`src/hw/rtl/fdsp_pkg.sv`:
```
// fdsp_pkg: shared constants for the framed decimal speed parser
// no dependencies; used by the channel interfaces and the top level

package fdsp_pkg;

  // default configuration
  localparam int NumFieldsDef     = 4;
  localparam int MaxFieldCharsDef = 9;
  localparam int ValueBitsDef     = 32;

  // fixed payload widths
  localparam int ByteW  = 8;
  localparam int SpeedW = 32;
  localparam int ExtW   = 64;
  localparam int OutSpeeds = 4;

  // framing and character codes
  localparam logic [ByteW-1:0] ChDollar = 8'h24;
  localparam logic [ByteW-1:0] ChComma  = 8'h2C;
  localparam logic [ByteW-1:0] ChPlus   = 8'h2B;
  localparam logic [ByteW-1:0] ChMinus  = 8'h2D;
  localparam logic [ByteW-1:0] ChZero   = 8'h30;
  localparam logic [ByteW-1:0] ChNine   = 8'h39;
  localparam logic [ByteW-1:0] ChSpace  = 8'h20;
  localparam logic [ByteW-1:0] ChTab    = 8'h09;
  localparam logic [ByteW-1:0] ChCr     = 8'h0D;

endpackage

```
`src/hw/rtl/fdsp_if.sv`:
```
// fdsp_if: valid/ready channel interfaces for received bytes and speed results
// depends on fdsp_pkg

interface fdsp_in_if
  import fdsp_pkg::*;
();
  logic             valid;
  logic             ready;
  logic [ByteW-1:0] rx_byte;

  modport source (output valid, output rx_byte, input ready);
  modport sink   (input valid, input rx_byte, output ready);
endinterface

interface fdsp_out_if
  import fdsp_pkg::*;
();
  logic              valid;
  logic              ready;
  logic [SpeedW-1:0] speed_first;
  logic [SpeedW-1:0] speed_second;
  logic [SpeedW-1:0] speed_third;
  logic [SpeedW-1:0] speed_fourth;
  logic              field_overlong;

  modport source (output valid, output speed_first, output speed_second,
                  output speed_third, output speed_fourth, output field_overlong,
                  input ready);
  modport sink   (input valid, input speed_first, input speed_second,
                  input speed_third, input speed_fourth, input field_overlong,
                  output ready);
endinterface

```
`src/hw/rtl/framed_decimal_speed_parser.sv`:
```
// framed_decimal_speed_parser: '$'-framed, comma-separated decimal field parser
// depends on fdsp_pkg and the channel interfaces in fdsp_if.sv
//
//  channel  | dir | payload                                        | handshake
//  ---------+-----+------------------------------------------------+-----------
//  in_ch    | in  | rx_byte[7:0]                                   | valid/ready
//  out_ch   | out | speed_first..speed_fourth[31:0], field_overlong | valid/ready
//
// one item per cycle while the result register is empty or being drained: an
// input register, then the parse update, then the result register, which loads
// as the item that closes the frame is parsed. rst_n is synchronous, active low,
// and clears all control state. a stalled result holds the result register and
// the input register then takes an item only while it is empty.

module framed_decimal_speed_parser
  import fdsp_pkg::*;
#(
  parameter int NUM_FIELDS      = NumFieldsDef,
  parameter int MAX_FIELD_CHARS = MaxFieldCharsDef,
  parameter int VALUE_BITS      = ValueBitsDef
) (
  input  logic        clk,
  input  logic        rst_n,
  fdsp_in_if.sink     in_ch,
  fdsp_out_if.source  out_ch
);

  localparam int SlotW = (NUM_FIELDS > 1) ? $clog2(NUM_FIELDS) : 1;
  localparam int CntW  = $clog2(MAX_FIELD_CHARS + 1);
  localparam logic [SlotW-1:0] LastSlot = SlotW'(NUM_FIELDS - 1);
  localparam logic [CntW-1:0]  CntMax   = CntW'(MAX_FIELD_CHARS);

  typedef logic [VALUE_BITS-1:0] value_t;

  // input register
  logic             in_valid_r;
  logic [ByteW-1:0] byte_r;
  logic             proc;

  // parse state
  logic             in_frame_r, in_frame_nxt;
  logic [SlotW-1:0] slot_r, slot_nxt;
  value_t           acc_r, acc_nxt;
  logic [CntW-1:0]  cnt_r, cnt_nxt;
  logic             neg_r, neg_nxt;
  logic             started_r, started_nxt;
  logic             stopped_r, stopped_nxt;
  logic             ovl_r, ovl_nxt;
  value_t           cap_r   [NUM_FIELDS];
  value_t           cap_nxt [NUM_FIELDS];

  // result register
  logic              out_valid_r;
  logic [SpeedW-1:0] spd_r [OutSpeeds];
  logic [SpeedW-1:0] spd_w [OutSpeeds];
  logic              ovl_out_r;
  logic              emit;

  // stage advance: result register free or draining
  assign proc        = in_valid_r && (!out_valid_r || out_ch.ready);
  assign in_ch.ready = !in_valid_r || proc;

  always_ff @(posedge clk) begin
    if (!rst_n) begin
      in_valid_r <= 1'b0;
    end else if (in_ch.ready) begin
      in_valid_r <= in_ch.valid;
    end
  end

  always_ff @(posedge clk) begin
    if (in_ch.ready && in_ch.valid) begin
      byte_r <= in_ch.rx_byte;
    end
  end

  // character classes
  logic   is_dollar, is_comma, is_digit, is_blank;
  value_t digit, acc_x10, field_val;

  assign is_dollar = (byte_r == ChDollar);
  assign is_comma  = (byte_r == ChComma);
  assign is_digit  = (byte_r >= ChZero) && (byte_r <= ChNine);
  assign is_blank  = (byte_r == ChSpace) || ((byte_r >= ChTab) && (byte_r <= ChCr));
  assign digit     = VALUE_BITS'(byte_r[3:0]);
  assign acc_x10   = (acc_r << 3) + (acc_r << 1) + digit;
  assign field_val = neg_r ? (VALUE_BITS'(0) - acc_r) : acc_r;

  // per-item parse update
  always_comb begin
    in_frame_nxt = in_frame_r;
    slot_nxt     = slot_r;
    acc_nxt      = acc_r;
    cnt_nxt      = cnt_r;
    neg_nxt      = neg_r;
    started_nxt  = started_r;
    stopped_nxt  = stopped_r;
    ovl_nxt      = ovl_r;
    cap_nxt      = cap_r;
    emit         = 1'b0;
    if (proc) begin
      if (is_dollar) begin
        in_frame_nxt = 1'b1;
        slot_nxt     = '0;
        ovl_nxt      = 1'b0;
        acc_nxt      = '0;
        cnt_nxt      = '0;
        neg_nxt      = 1'b0;
        started_nxt  = 1'b0;
        stopped_nxt  = 1'b0;
      end else if (in_frame_r) begin
        if (is_comma) begin
          for (int i = 0; i < NUM_FIELDS; i++) begin
            if (slot_r == SlotW'(i)) begin
              cap_nxt[i] = field_val;
            end
          end
          acc_nxt     = '0;
          cnt_nxt     = '0;
          neg_nxt     = 1'b0;
          started_nxt = 1'b0;
          stopped_nxt = 1'b0;
          if (slot_r == LastSlot) begin
            emit         = 1'b1;
            in_frame_nxt = 1'b0;
            slot_nxt     = '0;
            ovl_nxt      = 1'b0;
          end else begin
            slot_nxt = slot_r + SlotW'(1);
          end
        end else begin
          // field length, saturating
          if (cnt_r >= CntMax) begin
            ovl_nxt = 1'b1;
          end else begin
            cnt_nxt = cnt_r + CntW'(1);
          end
          // number scan
          if (!stopped_r) begin
            if (is_digit) begin
              started_nxt = 1'b1;
              acc_nxt     = acc_x10;
            end else if (!started_r) begin
              if (is_blank) begin
                started_nxt = 1'b0;
              end else if (byte_r == ChPlus) begin
                started_nxt = 1'b1;
              end else if (byte_r == ChMinus) begin
                started_nxt = 1'b1;
                neg_nxt     = 1'b1;
              end else begin
                started_nxt = 1'b1;
                stopped_nxt = 1'b1;
              end
            end else begin
              stopped_nxt = 1'b1;
            end
          end
        end
      end
    end
  end

  always_ff @(posedge clk) begin
    if (!rst_n) begin
      in_frame_r <= 1'b0;
      slot_r     <= '0;
      acc_r      <= '0;
      cnt_r      <= '0;
      neg_r      <= 1'b0;
      started_r  <= 1'b0;
      stopped_r  <= 1'b0;
      ovl_r      <= 1'b0;
    end else begin
      in_frame_r <= in_frame_nxt;
      slot_r     <= slot_nxt;
      acc_r      <= acc_nxt;
      cnt_r      <= cnt_nxt;
      neg_r      <= neg_nxt;
      started_r  <= started_nxt;
      stopped_r  <= stopped_nxt;
      ovl_r      <= ovl_nxt;
    end
  end

  // captured fields: the earlier ones rewritten before each result, the last as it is registered
  always_ff @(posedge clk) begin
    cap_r <= cap_nxt;
  end

  // result speeds: earlier fields from storage, last field straight through
  for (genvar k = 0; k < OutSpeeds; k++) begin : g_spd
    if (k < NUM_FIELDS - 1) begin : g_cap
      logic [ExtW-1:0] ext;
      assign ext      = ExtW'(cap_r[k]);
      assign spd_w[k] = ext[SpeedW-1:0];
    end else if (k == NUM_FIELDS - 1) begin : g_last
      logic [ExtW-1:0] ext;
      assign ext      = ExtW'(field_val);
      assign spd_w[k] = ext[SpeedW-1:0];
    end else begin : g_none
      assign spd_w[k] = '0;
    end
  end

  // result register
  always_ff @(posedge clk) begin
    if (!rst_n) begin
      out_valid_r <= 1'b0;
    end else if (emit) begin
      out_valid_r <= 1'b1;
    end else if (out_ch.ready) begin
      out_valid_r <= 1'b0;
    end
  end

  always_ff @(posedge clk) begin
    if (emit) begin
      spd_r     <= spd_w;
      ovl_out_r <= ovl_r;
    end
  end

  assign out_ch.valid          = out_valid_r;
  assign out_ch.speed_first    = spd_r[0];
  assign out_ch.speed_second   = spd_r[1];
  assign out_ch.speed_third    = spd_r[2];
  assign out_ch.speed_fourth   = spd_r[3];
  assign out_ch.field_overlong = ovl_out_r;

endmodule

```
`src/flat_wrapper.sv`:
```
// flat-port wrapper written by rule: the top's interface ports become plain ports
module framed_decimal_speed_parser_flat import fdsp_pkg::*;
#(
  parameter int NUM_FIELDS      = NumFieldsDef,
  parameter int MAX_FIELD_CHARS = MaxFieldCharsDef,
  parameter int VALUE_BITS      = ValueBitsDef
)
  (clk, rst_n, in_ch_valid, in_ch_rx_byte, in_ch_ready, out_ch_valid, out_ch_speed_first, out_ch_speed_second, out_ch_speed_third, out_ch_speed_fourth, out_ch_field_overlong, out_ch_ready);
  fdsp_in_if in_ch_i ();
  fdsp_out_if out_ch_i ();
  input  logic clk;
  input  logic rst_n;
  input wire logic [$bits(in_ch_i.valid)-1:0] in_ch_valid;
  input wire logic [$bits(in_ch_i.rx_byte)-1:0] in_ch_rx_byte;
  output wire logic [$bits(in_ch_i.ready)-1:0] in_ch_ready;
  output wire logic [$bits(out_ch_i.valid)-1:0] out_ch_valid;
  output wire logic [$bits(out_ch_i.speed_first)-1:0] out_ch_speed_first;
  output wire logic [$bits(out_ch_i.speed_second)-1:0] out_ch_speed_second;
  output wire logic [$bits(out_ch_i.speed_third)-1:0] out_ch_speed_third;
  output wire logic [$bits(out_ch_i.speed_fourth)-1:0] out_ch_speed_fourth;
  output wire logic [$bits(out_ch_i.field_overlong)-1:0] out_ch_field_overlong;
  input wire logic [$bits(out_ch_i.ready)-1:0] out_ch_ready;
  assign in_ch_i.valid = in_ch_valid;
  assign in_ch_i.rx_byte = in_ch_rx_byte;
  assign in_ch_ready = in_ch_i.ready;
  assign out_ch_valid = out_ch_i.valid;
  assign out_ch_speed_first = out_ch_i.speed_first;
  assign out_ch_speed_second = out_ch_i.speed_second;
  assign out_ch_speed_third = out_ch_i.speed_third;
  assign out_ch_speed_fourth = out_ch_i.speed_fourth;
  assign out_ch_field_overlong = out_ch_i.field_overlong;
  assign out_ch_i.ready = out_ch_ready;
  framed_decimal_speed_parser #(.NUM_FIELDS(NUM_FIELDS), .MAX_FIELD_CHARS(MAX_FIELD_CHARS), .VALUE_BITS(VALUE_BITS)) u_core (.clk(clk), .rst_n(rst_n), .in_ch(in_ch_i), .out_ch(out_ch_i));
endmodule
```
`config.mk`:
```
export PLATFORM = sky130hd
export DESIGN_NAME = framed_decimal_speed_parser_flat
export DESIGN_NICKNAME = d
export VERILOG_FILES = /design/src/hw/rtl/fdsp_pkg.sv /design/src/hw/rtl/fdsp_if.sv /design/src/hw/rtl/framed_decimal_speed_parser.sv /design/src/flat_wrapper.sv
export SDC_FILE = /design/constraint.sdc
export NUM_CORES = 1
export LEC_CHECK = 0
export BUFFER_PORTS_ARGS = -buffer_cell sky130_fd_sc_hd__buf_2
export CORE_ASPECT_RATIO = 0.8
export CORE_UTILIZATION = 30
export CTS_CLUSTER_DIAMETER = 80
export DETAILED_ROUTE_END_ITERATION = 8
export PLACE_DENSITY = 0.53
export SYNTH_ARGS = -nofsm -noshare
export SYNTH_HDL_FRONTEND = slang
export SYNTH_SLANG_ARGS = --single-unit
```
`constraint.sdc`:
```
create_clock -name clk -period 4.6 [get_ports clk]
set_clock_uncertainty 0.1 [all_clocks]
set_input_delay 0.69 -clock clk [delete_from_list [all_inputs] [get_ports clk]]
set_output_delay 0.69 -clock clk [all_outputs]
set_load 0.05 [all_outputs]
```
==> flow_summary.yaml <==
status:
  outcome: "completed"
critical_path:
  crit_family: "compound AO/OA/AOI/OAI gates"
  crit_chain: "inv_1 -> fa_1 -> inv_1 -> fa_1 -> a21o_1 -> a221oi_1 -> o221ai_1 -> a311oi_1 -> o21bai_1 -> xnor2_1 -> o21ai_0"
  r2r_setup_slack_ns: 0.72
  reg2reg_to: "u_core.acc_r[24]$_SDFFE_PN0P_"
  r2r_cells: 11
  worst-setup-path-type: "reg2reg"
  cp_max_fo: 7
  crit_path_top_delay_cell: "a311oi_1"
  critical_path_required_ns: 5.00
  crit_buf_inv: 2
  cp-endpoint: "u_core.acc_r[24]$_SDFFE_PN0P_"
  r2r_start: "u_core.byte_r[3]$_DFFE_PP_"
  crit_cells: 11
  end_kind: "flip-flop"
  critPathLaunchType: "flip-flop"
  slowest_delay_ns: 0.55
  worstPathArrival_ns: 4.28
  critPathLaunch: "u_core.byte_r[3]$_DFFE_PP_"
logic_synthesis:
  synth-seq-cells: 278
  synthAdderAreaFrac_pct: 7.52
  synth_top_family_by_area: "compound AO/OA/AOI/OAI gates"
  synth_mux_area_share_pct: 0
  synth_simple_gate_area_share_pct: 8.78
  synth_edf_count: 233
  syn_area_sq_mm: 0.0115
  synth-compound-area-share_pct: 9.54
  syn_inst: 816
  syn_nets: 896
  synth.yosys.warnings: 0
  syn_avg_cell_area_sq_um: 14.1
  synthArstFlopShare_pct: 0
  synth_ff_type: "edfxtp_1"
  ys_seq_area_share_pct: 68.6
  synth_xor_area_share_pct: 4.34
  synth_cell_type_count: 52
pwr:
  p_leak_nw: 4.71
  ir_worst_vdd_v: 0.000303
  p_total_mw: 4.99
  p_per_area_mw_per_mm2: 362
clock_tree:
  cts_setup_buffers: 0
  cts.root.buffer_cell: "clkbuf_16"
  insertion_delay_ns: 0.58
  cts_buffer_depth: 3
  cts_resized: 0
  path_clk_slew_ns: 0.06
  postCtsHoldBufs: 0
  cts_tree: "done"
  cts_buffers: 29
  cts.sinks: 278
  h-tree-depth: 1
cells_and_area:
  drive_gt1_share_pct: 20.7
  diodes: 0
  final_core_util_pct: 36.8
  nets: 1060
  syn2layout_area_growth_pct: 19.6
  finalNonFillerCells: 1487
  final_area_sq_mm: 0.0138
global_routing:
  grt_pass1_vias: 6772
  overflow: 0
  grt_usage_pct: 13.2
  grt_pass1_wl_um: 40300
  grt_max_degree: 82
  antenna_found_initial: 0
drt:
  firstDrtPassIters: 5
  drtIter0Drc: 512
  drc: 0
  highest_layer: "met4"
  met3_wirelength_um: 1520
  vias: 7103
  routedWlPerCell_um: 17.5
  wl_met1_um: 13100
  met2_length_um: 10700
  viasPerCell: 4.78
  ant_nets: 0
  wl_um: 26000
run:
  drv_cap: 0
timing:
  final.setup.worst_slack_ns: 0.718
  layout_min_cycle_time_ns: 3.88
  drv_slew: 0
  setup_violations: 0
  fin_crit_sh_pct: 84.4
  max_slew.worst_pin.slew_ns: 0.797
  hold_viol_final: 0
  rsz0062_at_grt: "no"
  setup_tns_ns: 0
  fmax_mhz: 258
  whs_ns: 0.189
  max_slew_margin_pct: 46.9
placed_design:
  pre_cts_slack_ns: 0.762
  gp_congestion: 0.890
  postPlaceCellArea_sq_mm: 0.0129
  place_inst: 1436
  dp_hpwl_um: 17900
  portBuffers: 142
min_path:
  min_path_type: "in2reg"
floorplan:
  start_util_pct: 30.8
  die_area_sq_mm: 0.0392
  coreArea_sq_mm: 0.0374
  ios: 143
  die_x_um: 221
  rows: 63
  die_y_um: 177
-- layout by cell type, fill, tap and decap left out, drive strengths merged, types with 8 or more instances in the layout --
cell,count
xor2,10
o31ai,14
clkbuf,34
nor2,33
ha,66
nor3,11
nand2,70
and2,8
inv,21
o21a,9
buf,153
a21oi,32
edfxtp,233
nor2b,8
clkinv,11
dfxtp,45
nand4,15
nand3,29
a21boi,13
xnor2,47
o21ai,50
-- cell usage after synthesis, types with 2 or more instances --
cell	number	area [sq um]
nand3b_1	3	22.5
fa_1	2	40.0
a31oi_1	4	25.0
ha_1	66	826
nor2_1	33	124
a311oi_1	2	17.5
edfxtp_1	233	7000
or2_2	2	12.5
o21bai_1	7	52.6
a41oi_1	2	17.5
xor2_1	10	87.6
o31ai_1	13	97.6
xnor2_1	47	412
inv_1	18	67.6
o21a_1	9	67.6
o211a_1	2	20.0
o22ai_1	3	18.8
o21ai_0	50	250
and2_1	8	50.1
a211oi_1	7	52.6
nor4_1	4	25.0
or3_4	2	22.5
nand2_1	70	263
a221oi_1	2	17.5
nor3_1	11	55.1
a21oi_1	32	160
a21boi_0	13	97.6
o211ai_1	4	30.0
nand2b_1	4	25.0
nor3b_1	2	15.0
dfxtp_1	45	901
nand3_1	29	145
clkbuf_1	20	75.1
or4_1	5	37.5
o41ai_1	4	35.0
and3_1	5	31.3
a21o_1	7	52.6
nor2b_1	8	50.1
nand4_1	15	93.8
-- per-layer routing --
layer  GRT usage (%)  vias to the layer above
met5               0                        -
met3            2.87                       38
li1                -                     3423
met2            19.2                      229
met4            3.50                        0
met1            19.8                     3413
-- power breakdown --
group          switching [mW]  internal, mW
logic                  0.0223        0.0135
registers             0.00894          2.70
clock network           0.972          1.27
-- logic make-up (layout without fill, tap and decap cells) --
logic type | after synthesis | count (layout)
simple gates | 205 | 205
flops | 278 | 278
xor+xnor | 57 | 57
buf+inv | 38 | 222
compound gates | 170 | 170
fa+ha+maj | 68 | 68
-- flip-flops by register name, summed over array words and instances, names as in the netlist --
| signal | count |
|---|---|
| u_core.out_ch.speed_third | 32 |
| u_core.out_ch.speed_fourth | 32 |
| u_core.cnt_r | 4 |
| u_core.stopped_r | 1 |
| u_core.in_valid_r | 1 |
| u_core.slot_r | 2 |
| u_core.in_frame_r | 1 |
| u_core.out_ch.speed_second | 32 |
| u_core.neg_r | 1 |
| u_core.out_ch.valid | 1 |
| u_core.cap_r | 96 |
| u_core.byte_r | 8 |
| u_core.out_ch.field_overlong | 1 |
| u_core.acc_r | 32 |
| u_core.started_r | 1 |
| u_core.out_ch.speed_first | 32 |
| u_core.ovl_r | 1 |
-- area by class of cell --
cell class | count | area [sq um]
clock buffer | 34 | 744
multi-input combinational | 500 | 3480
inverter | 18 | 67.6
tap | 487 | 609
fill | 3576 | 23700
sequential | 278 | 7900
timing repair buffer | 153 | 818
clock inverter | 17 | 154
-- how the worst min path moves through the flow --
stage / startpoint / to / slack [ns] / cells after the start
finish: in_ch_rx_byte[5] / u_core.byte_r[5]$_DFFE_PP_ / 0.19 / 1
global placement: u_core.cap_r[82]$_DFFE_PP_ / u_core.out_ch.speed_second[18]$_DFFE_PP_ / 0.30 / 0
detailed placement: u_core.cap_r[109]$_DFFE_PP_ / u_core.out_ch.speed_first[13]$_DFFE_PP_ / 0.30 / 0
global route: in_ch_rx_byte[5] / u_core.byte_r[5]$_DFFE_PP_ / 0.16 / 1
CTS: in_ch_rx_byte[5] / u_core.byte_r[5]$_DFFE_PP_ / 0.15 / 1
floorplan: u_core.cap_r[96]$_DFFE_PP_ / u_core.out_ch.speed_first[0]$_DFFE_PP_ / 0.30 / 0
No activity file was read; power rests on OpenSTA's default activity.
